==> src/rtl/core/ncr_pkg.sv <==
// ----------------------------------------------------------------------------
// ncr_pkg
// Shared types, codes and digit decode for the numeric reference parser.
// ----------------------------------------------------------------------------
package ncr_pkg;

  localparam int MAX_DIGITS_DEF = 10;
  localparam int CNT_W          = 4;
  localparam int CODE_W         = 16;
  localparam int STAT_W         = 3;
  localparam int PH_W           = 2;

  // Phase codes
  localparam logic [PH_W-1:0] PH_IDLE   = 2'd0;
  localparam logic [PH_W-1:0] PH_SECOND = 2'd1;
  localparam logic [PH_W-1:0] PH_THIRD  = 2'd2;
  localparam logic [PH_W-1:0] PH_DIGITS = 2'd3;

  // Status codes
  localparam logic [STAT_W-1:0] ST_OK      = 3'd0;
  localparam logic [STAT_W-1:0] ST_EARLY   = 3'd1;
  localparam logic [STAT_W-1:0] ST_BADCHAR = 3'd2;
  localparam logic [STAT_W-1:0] ST_TOOMANY = 3'd3;
  localparam logic [STAT_W-1:0] ST_RANGE   = 3'd4;

  // Character codes
  localparam logic [7:0] CH_NUL    = 8'h00;
  localparam logic [7:0] CH_SEMI   = 8'h3B;
  localparam logic [7:0] CH_LOW_X  = 8'h78;
  localparam logic [7:0] CH_UP_X   = 8'h58;
  localparam logic [7:0] CH_ZERO   = 8'h30;
  localparam logic [7:0] CH_NINE   = 8'h39;
  localparam logic [7:0] CH_LOW_A  = 8'h61;
  localparam logic [7:0] CH_LOW_F  = 8'h66;
  localparam logic [7:0] CH_UP_A   = 8'h41;
  localparam logic [7:0] CH_UP_F   = 8'h46;
  localparam logic [7:0] CH_ASCII_MAX = 8'h7F;

  typedef struct packed {
    logic [PH_W-1:0]   phase;
    logic              hex_mode;
    logic [CNT_W-1:0]  digit_count;
    logic [CODE_W-1:0] accumulator;
    logic              overflowed;
  } ncr_state_t;

  typedef struct packed {
    logic       vld;
    logic [7:0] char_in;
    logic       start_req;
  } ncr_req_t;

  typedef struct packed {
    logic              vld;
    logic [CODE_W-1:0] code_point;
    logic [STAT_W-1:0] status;
  } ncr_result_t;

  // Digit decode: bit 4 is the valid flag, bits 3:0 the digit value.
  function automatic logic [4:0] digit_value(input logic [7:0] c, input logic hex);
    logic [4:0] r;
    r = 5'd0;
    if (c >= CH_ZERO && c <= CH_NINE) begin
      r = {1'b1, 4'(c - CH_ZERO)};
    end else if (hex && c >= CH_LOW_A && c <= CH_LOW_F) begin
      r = {1'b1, 4'(c - CH_LOW_A + 8'd10)};
    end else if (hex && c >= CH_UP_A && c <= CH_UP_F) begin
      r = {1'b1, 4'(c - CH_UP_A + 8'd10)};
    end
    return r;
  endfunction

endpackage

==> src/rtl/core/ncr_in_stage.sv <==
// ----------------------------------------------------------------------------
// ncr_in_stage
// Input register: captures one request byte and holds it until decoded.
// ----------------------------------------------------------------------------
module ncr_in_stage (
  input  logic            clk,
  input  logic            rst,
  input  logic            in_valid,
  output logic            in_stall,
  input  logic [7:0]      char_in,
  input  logic            start_req,
  input  logic            advance,
  output ncr_pkg::ncr_req_t req
);
  import ncr_pkg::*;

  logic       vld;
  logic [7:0] char_r;
  logic       start_r;

  // Hold while a request waits and the decode cannot advance.
  assign in_stall = vld && !advance;

  always_ff @(posedge clk) begin
    if (rst) begin
      vld <= 1'b0;
    end else if (!in_stall) begin
      vld <= in_valid;
    end
  end

  always_ff @(posedge clk) begin
    if (in_valid && !in_stall) begin
      char_r  <= char_in;
      start_r <= start_req;
    end
  end

  assign req = '{vld: vld, char_in: char_r, start_req: start_r};

endmodule

==> src/rtl/core/ncr_decode.sv <==
// ----------------------------------------------------------------------------
// ncr_decode
// One-byte step of the reference decoder: next state and optional result.
// ----------------------------------------------------------------------------
module ncr_decode #(
  parameter int MAX_DIGITS = ncr_pkg::MAX_DIGITS_DEF
) (
  input  ncr_pkg::ncr_req_t    req,
  input  ncr_pkg::ncr_state_t  cur,
  output ncr_pkg::ncr_state_t  nxt,
  output ncr_pkg::ncr_result_t res
);
  import ncr_pkg::*;

  localparam logic [CNT_W-1:0] DIGIT_LIMIT = CNT_W'(MAX_DIGITS);

  logic [7:0]        c;
  logic              hex_eff;
  logic [4:0]        dv;
  logic [19:0]       mac;
  logic [CNT_W-1:0]  cnt_inc;
  ncr_state_t        dig_st;
  ncr_result_t       dig_res;

  assign c = req.char_in;

  // The hex select byte sets hex mode for the bytes after it, not its own step.
  assign hex_eff = cur.hex_mode;
  assign dv      = digit_value(c, hex_eff);
  assign cnt_inc = cur.digit_count + CNT_W'(1);

  // Multiply-add: x16 is a shift, x10 is (x8 + x2).
  always_comb begin
    if (hex_eff) begin
      mac = {cur.accumulator, 4'd0} + 20'(dv[3:0]);
    end else begin
      mac = {1'b0, cur.accumulator, 3'd0} + {3'd0, cur.accumulator, 1'b0}
          + 20'(dv[3:0]);
    end
  end

  // Digit-phase byte handling, shared by third byte and digit phase.
  always_comb begin
    dig_st  = cur;
    dig_res = '{vld: 1'b1, code_point: '0, status: ST_OK};
    dig_st.phase = PH_IDLE;
    if (c == CH_SEMI) begin
      if (cur.overflowed) begin
        dig_res.status = ST_RANGE;
      end else begin
        dig_res.code_point = cur.accumulator;
      end
    end else if (c == CH_NUL) begin
      dig_res.status = ST_EARLY;
    end else if (c > CH_ASCII_MAX || !dv[4]) begin
      dig_res.status = ST_BADCHAR;
    end else begin
      dig_st.accumulator = mac[15:0];
      dig_st.overflowed  = cur.overflowed | (mac[19:16] != 4'd0);
      dig_st.digit_count = cnt_inc;
      if (cnt_inc >= DIGIT_LIMIT) begin
        dig_res.status = ST_TOOMANY;
      end else begin
        dig_res.vld   = 1'b0;
        dig_st.phase  = PH_DIGITS;
      end
    end
  end

  always_comb begin
    nxt = cur;
    res = '{vld: 1'b0, code_point: '0, status: ST_OK};
    if (req.start_req) begin
      nxt = '{phase: PH_SECOND, hex_mode: 1'b0, digit_count: '0,
              accumulator: '0, overflowed: 1'b0};
    end else begin
      unique case (cur.phase)
        PH_SECOND: nxt.phase = PH_THIRD;
        PH_THIRD: begin
          if (c == CH_NUL) begin
            nxt.phase = PH_IDLE;
            res = '{vld: 1'b1, code_point: '0, status: ST_EARLY};
          end else if (c == CH_LOW_X || c == CH_UP_X) begin
            nxt.phase    = PH_DIGITS;
            nxt.hex_mode = 1'b1;
          end else begin
            nxt = dig_st;
            res = dig_res;
          end
        end
        PH_DIGITS: begin
          nxt = dig_st;
          res = dig_res;
        end
        default: nxt.phase = PH_IDLE;
      endcase
    end
  end

endmodule

==> src/rtl/core/ncr_out_stage.sv <==
// ----------------------------------------------------------------------------
// ncr_out_stage
// Result register: holds one decoded result until the consumer takes it.
// ----------------------------------------------------------------------------
module ncr_out_stage (
  input  logic                     clk,
  input  logic                     rst,
  input  logic                     fire,
  input  ncr_pkg::ncr_result_t     res,
  output logic                     room,
  output logic                     out_valid,
  input  logic                     out_stall,
  output logic [ncr_pkg::CODE_W-1:0] code_point,
  output logic [ncr_pkg::STAT_W-1:0] status
);
  import ncr_pkg::*;

  // Room when empty or when the held result leaves this edge.
  assign room = !out_valid || !out_stall;

  always_ff @(posedge clk) begin
    if (rst) begin
      out_valid <= 1'b0;
    end else if (room) begin
      out_valid <= fire && res.vld;
    end
  end

  always_ff @(posedge clk) begin
    if (room && fire && res.vld) begin
      code_point <= res.code_point;
      status     <= res.status;
    end
  end

endmodule

==> src/rtl/core/numeric_char_reference_parser.sv <==
// ----------------------------------------------------------------------------
// numeric_char_reference_parser: "&#..;" / "&#x..;" byte-stream decoder.
// Path: accepted byte in the input reg, then its decoded result in the result reg.
// Throughput: one byte per cycle, set by the single decode step, unless output stalls.
// Reset: synchronous, active high; clears valids and parser state to idle.
// ----------------------------------------------------------------------------
module numeric_char_reference_parser #(
  parameter int MAX_DIGITS = ncr_pkg::MAX_DIGITS_DEF
) (
  input  logic                       clk,
  input  logic                       rst,
  // request channel
  input  logic                       in_valid,
  output logic                       in_stall,
  input  logic [7:0]                 char_in,
  input  logic                       start_req,
  // result channel
  output logic                       out_valid,
  input  logic                       out_stall,
  output logic [ncr_pkg::CODE_W-1:0] code_point,
  output logic [ncr_pkg::STAT_W-1:0] status
);
  import ncr_pkg::*;

  ncr_req_t    req;
  ncr_state_t  st;
  ncr_state_t  st_next;
  ncr_result_t res;
  logic        room;
  logic        fire;

  // A held request is decoded when the result register has room; every
  // request advances the parser state, results are optional.
  assign fire = req.vld && room;

  ncr_in_stage u_in (
    .clk       (clk),
    .rst       (rst),
    .in_valid  (in_valid),
    .in_stall  (in_stall),
    .char_in   (char_in),
    .start_req (start_req),
    .advance   (room),
    .req       (req)
  );

  ncr_decode #(
    .MAX_DIGITS (MAX_DIGITS)
  ) u_dec (
    .req (req),
    .cur (st),
    .nxt (st_next),
    .res (res)
  );

  // Parser state: advance only on a decoded request, hold otherwise.
  always_ff @(posedge clk) begin
    if (rst) begin
      st <= '{phase: PH_IDLE, hex_mode: 1'b0, digit_count: '0,
              accumulator: '0, overflowed: 1'b0};
    end else if (fire) begin
      st <= st_next;
    end
  end

  ncr_out_stage u_out (
    .clk        (clk),
    .rst        (rst),
    .fire       (fire),
    .res        (res),
    .room       (room),
    .out_valid  (out_valid),
    .out_stall  (out_stall),
    .code_point (code_point),
    .status     (status)
  );

endmodule

==> config.mk <==
export PLATFORM = sky130hd
export DESIGN_NAME = numeric_char_reference_parser
export DESIGN_NICKNAME = d
export VERILOG_FILES = /design/src/rtl/core/ncr_pkg.sv /design/src/rtl/core/ncr_in_stage.sv /design/src/rtl/core/ncr_decode.sv /design/src/rtl/core/ncr_out_stage.sv /design/src/rtl/core/numeric_char_reference_parser.sv
export SDC_FILE = /design/constraint.sdc
export NUM_CORES = 1
export LEC_CHECK = 0
export ABC_AREA = 1
export BUFFER_PORTS_ARGS = -buffer_cell sky130_fd_sc_hd__buf_2
export CORE_MARGIN = 4
export CORE_UTILIZATION = 30
export CTS_CLUSTER_SIZE = 30
export DETAILED_ROUTE_END_ITERATION = 16
export GPL_ROUTABILITY_DRIVEN = 1
export SLEW_MARGIN = 20
export SYNTH_ARGS = -nofsm -noshare
export SYNTH_HDL_FRONTEND = slang
export SYNTH_SLANG_ARGS = --single-unit
==> constraint.sdc <==
create_clock -name clk -period 3.95 [get_ports clk]
set_input_delay 0.79 -clock clk [delete_from_list [all_inputs] [get_ports clk]]
set_output_delay 0.79 -clock clk [all_outputs]
set_load 0.02 [all_outputs]
==> flow_summary.yaml <==
die:
  die_w_um: 121.5
  start_util_pct: 30.61
  core_mm2: 0.01262
  boundaryPins: 34
  num_rows: 41
  dieArea_mm2: 0.01475
  die_h_um: 121.5
grt:
  antenna_found_initial: 0
  grt_pass1_vias: 3253
  grt_pass1_wl_um: 15440
  grt_usage_pct: 12.86
  grt_max_degree: 24
  grt_overflow: 0
yosys:
  syn_inst: 502
  async_flop_share_pct: 0
  syn_avg_cell_area_um2: 7.694
  syn_nets: 554
  synth_warnings: 0
  synth_cell_type_count: 44
  ys_ff_latch: 54
  synth_ff_type: "edfxtp_1"
  synth_area_leaders: "edfxtp_1 22%, dfxtp_1 13%, nand2_1 13%, ha_1 12%, inv_1 6.6%"
  synth_edf_count: 28
  yosysTopAreaCellShare_pct: 21.77
  netlist_area_mm2: 0.003862
  yosysTopAreaCell: "edfxtp_1"
  ys_seq_area_share_pct: 35.24
critical_path:
  cp_top_family: "simple AND/OR/NAND/NOR gates"
  cp_data_arrival_time_ps: 3870
  setup.worst_path.start: "u_in.char_r[0]$_DFFE_PP_"
  r2r-start: "u_in.char_r[0]$_DFFE_PP_"
  path_depth: 23
  path_buf_inv: 3
  critical_path.most_common_cell: "nand2_1"
  cp-end-kind: "register"
  crit_fanout: 8
  max_stage_delay_ps: 500
  path_class: "register to register"
  endpoint: "st[15]$_SDFFE_PP0P_"
  crit_path_top_delay_cell: "fa_1"
  ff2ff_path_depth: 23
  r2r_slack_ps: 310
  path_cells: "buf_4 -> ha_1 -> inv_1 -> nand4_1 -> nand2_1 -> nand2_1 -> nand3_1 -> nand3_4 -> o21ai_1 -> inv_1 -> fa_1 -> fa_1 -> nand3_1 -> nand2_1 -> nand3_1 -> nand2_1 -> nand3_1 -> nand2_1 -> nand2_1 -> nand3_1 -> nand2_1 -> nand2_1 -> a21oi_2"
  crit_required_ps: 4180
  start_kind: "register"
  reg2reg_to: "st[15]$_SDFFE_PP0P_"
sta:
  hold_viol_final: 0
  maxSlewHeadroom_pct: 52.11
  finClkSkew_ps: 8.466
  clock.fmax_mhz: 274.4
  period_share_pct: 92.26
  worst_slew_pin_slew_ps: 717.6
  drv_slew: 0
  setup_tns_ps: 0
  fin_ws_ps: 305.8
  period_needed_ps: 3644
  rsz0062_at_grt: "false"
  setup_viol_count_final: 0
place:
  place_ws_ps: 302.9
  place.gp.congestion: 0.9384
  port_buffers: 33
  dp_hpwl_um: 7103
worst_hold_path:
  hold_start: "st[20]$_SDFFE_PP0P_"
  min_path_type: "register to register"
detailed_routing:
  routedWlPerCell_um: 12.96
  drc: 0
  via_per_inst: 4.752
  wirelength_um: 9204
  drt_pass1_iterations: 4
  vias: 3374
  ant_nets: 0
  drt_iter0_markers: 308
pwr:
  p_comb_share_pct: 6.3
  p_int_uw: 922.0
  total_power_uw: 1179
  power.density_mw_per_mm2: 268.5
  ir_drop_uv: 161.1
  swShare_pct: 21.81
  switchingPower_uw: 257.1
  p_seq_share_pct: 51.6
  p_leak_uw: 0.002096
  clockPowerShare_pct: 42.1
cts:
  h-tree-depth: 2
  cts_num_sinks: 54
  ctsRootBufferMaster: "clkbuf_16"
  cts_tree: "built"
  clk_latency_ps: 300
  cts_buffer_depth: 2
  clkTransAtPathRegs_ps: 70
  numCtsBuffers: 5
job:
  cap_violations: 0
final_layout:
  syn2layout_area_growth_pct: 13.70
  final_layout_size_suffix_gt1_share_pct: 15.24
  post-route-util_pct: 34.80
  layout_common_cells: "137 x nand2_1, 68 x inv_1, 37 x ha_1, 33 x nand3_1, 33 x buf_2"
  fillers: 1319
  seqCellArea_mm2: 0.001361
  nets: 589
  multi_input_comb_area_mm2: 0.002162
  layout_commonest_cell: "nand2_1"
  antenna_cells: 0
run_status:
  status: "complete, no violations"
-- synth_stat cells, types with 2 or more instances --
cell	instances
nor2_4	2
o21bai_1	2
dfxtp_1	26
o211ai_1	4
nand3_1	33
nand2_2	5
nor3_1	12
and3_1	2
nand2_1	137
nand2_4	2
o21ai_0	15
inv_1	68
nor2_1	22
fa_1	2
nand3_2	3
inv_2	4
clkbuf_1	7
or2_2	5
a21oi_1	32
nor3b_1	7
edfxtp_1	28
xnor2_1	6
a21oi_2	10
nand4_1	11
o21ai_1	2
ha_1	37
-- power groups by stage --
stage / registers, uW / logic, uW / clock network, uW
after floorplan: 619 / 53.6 / 0
after global placement: 621 / 70.0 / 0
after detailed placement: 621 / 71.2 / 0
after CTS: 608 / 71.5 / 511
after global routing: 609 / 85.0 / 532
final: 608 / 74.8 / 496
-- worst min-delay path: cells and delay by family (launching register included) --
kind | cells | cell delay [ps]
flip-flops | 1 | 330
AND/OR/NAND/NOR | 1 | 80
AO/OA/AOI/OAI | 1 | 50
-- worst min-delay path by stage --
stage	to	slack, ps	depth (start not counted)
floorplan	st[0]$_SDFFE_PP0P_	450	2
global placement	st[20]$_SDFFE_PP0P_	470	2
detailed placement	st[20]$_SDFFE_PP0P_	490	2
CTS	st[20]$_SDFFE_PP0P_	500	2
global route	st[19]$_SDFFE_PP0P_	520	2
finish	st[20]$_SDFFE_PP0P_	500	2
-- layout make-up --
| type | count | area share (%) |
|---|---|---|
| Tap cell | 172 | 4.900 |
| Timing Repair Buffer | 38 | 4.615 |
| Sequential cell | 54 | 31.00 |
| Multi-Input combinational cell | 364 | 49.23 |
| Clock buffer | 6 | 2.934 |
| Clock inverter | 2 | 0.8832 |
| Inverter | 74 | 6.439 |
-- registers in the layout, indices dropped and copies added (netlist names) --
register / count
st: 24
u_out.code_point: 16
u_in.char_r: 8
u_out.status: 3
u_in.start_r: 1
u_in.vld: 1
u_out.out_valid: 1
-- kinds of logic after synthesis --
group | Yosys count | synth area share [%]
compound gates | 70 | 11.08
xor+xnor | 7 | 1.587
fa+ha+maj | 39 | 13.02
buf+inv | 84 | 8.778
flops | 54 | 35.24
simple gates | 248 | 30.29
-- timing repair --
| item | CTS | global route |
|---|---|---|
| setup buffers | 0 | 2 |
| setup endpoints to repair | 0 | 3 |
| hold buffers | 0 | 0 |
| gates resized for setup | 0 | 1 |
-- metal layers --
metal | global-route usage, % | routed length [um] | vias up
met5 | 0 | 0 | -
met4 | 4.622 | 263 | 0
met3 | 2.098 | 427 | 18
met2 | 21.52 | 4303 | 92
met1 | 16.71 | 4210 | 1532
li1 | - | - | 1732
-- metrics by stage --
step | area, um2 | instances | hold WS, ps
2_1_floorplan | 3862 | 502 | 452.9
3_3_place_gp | 4209 | 700 | 472.3
3_5_place_dp | 4209 | 700 | 488.5
4_1_cts | 4377 | 708 | 501.2
5_1_grt | 4392 | 710 | 524.6
6_report | 4392 | 710 | 497.5
Power figures use the tool's default switching activity.
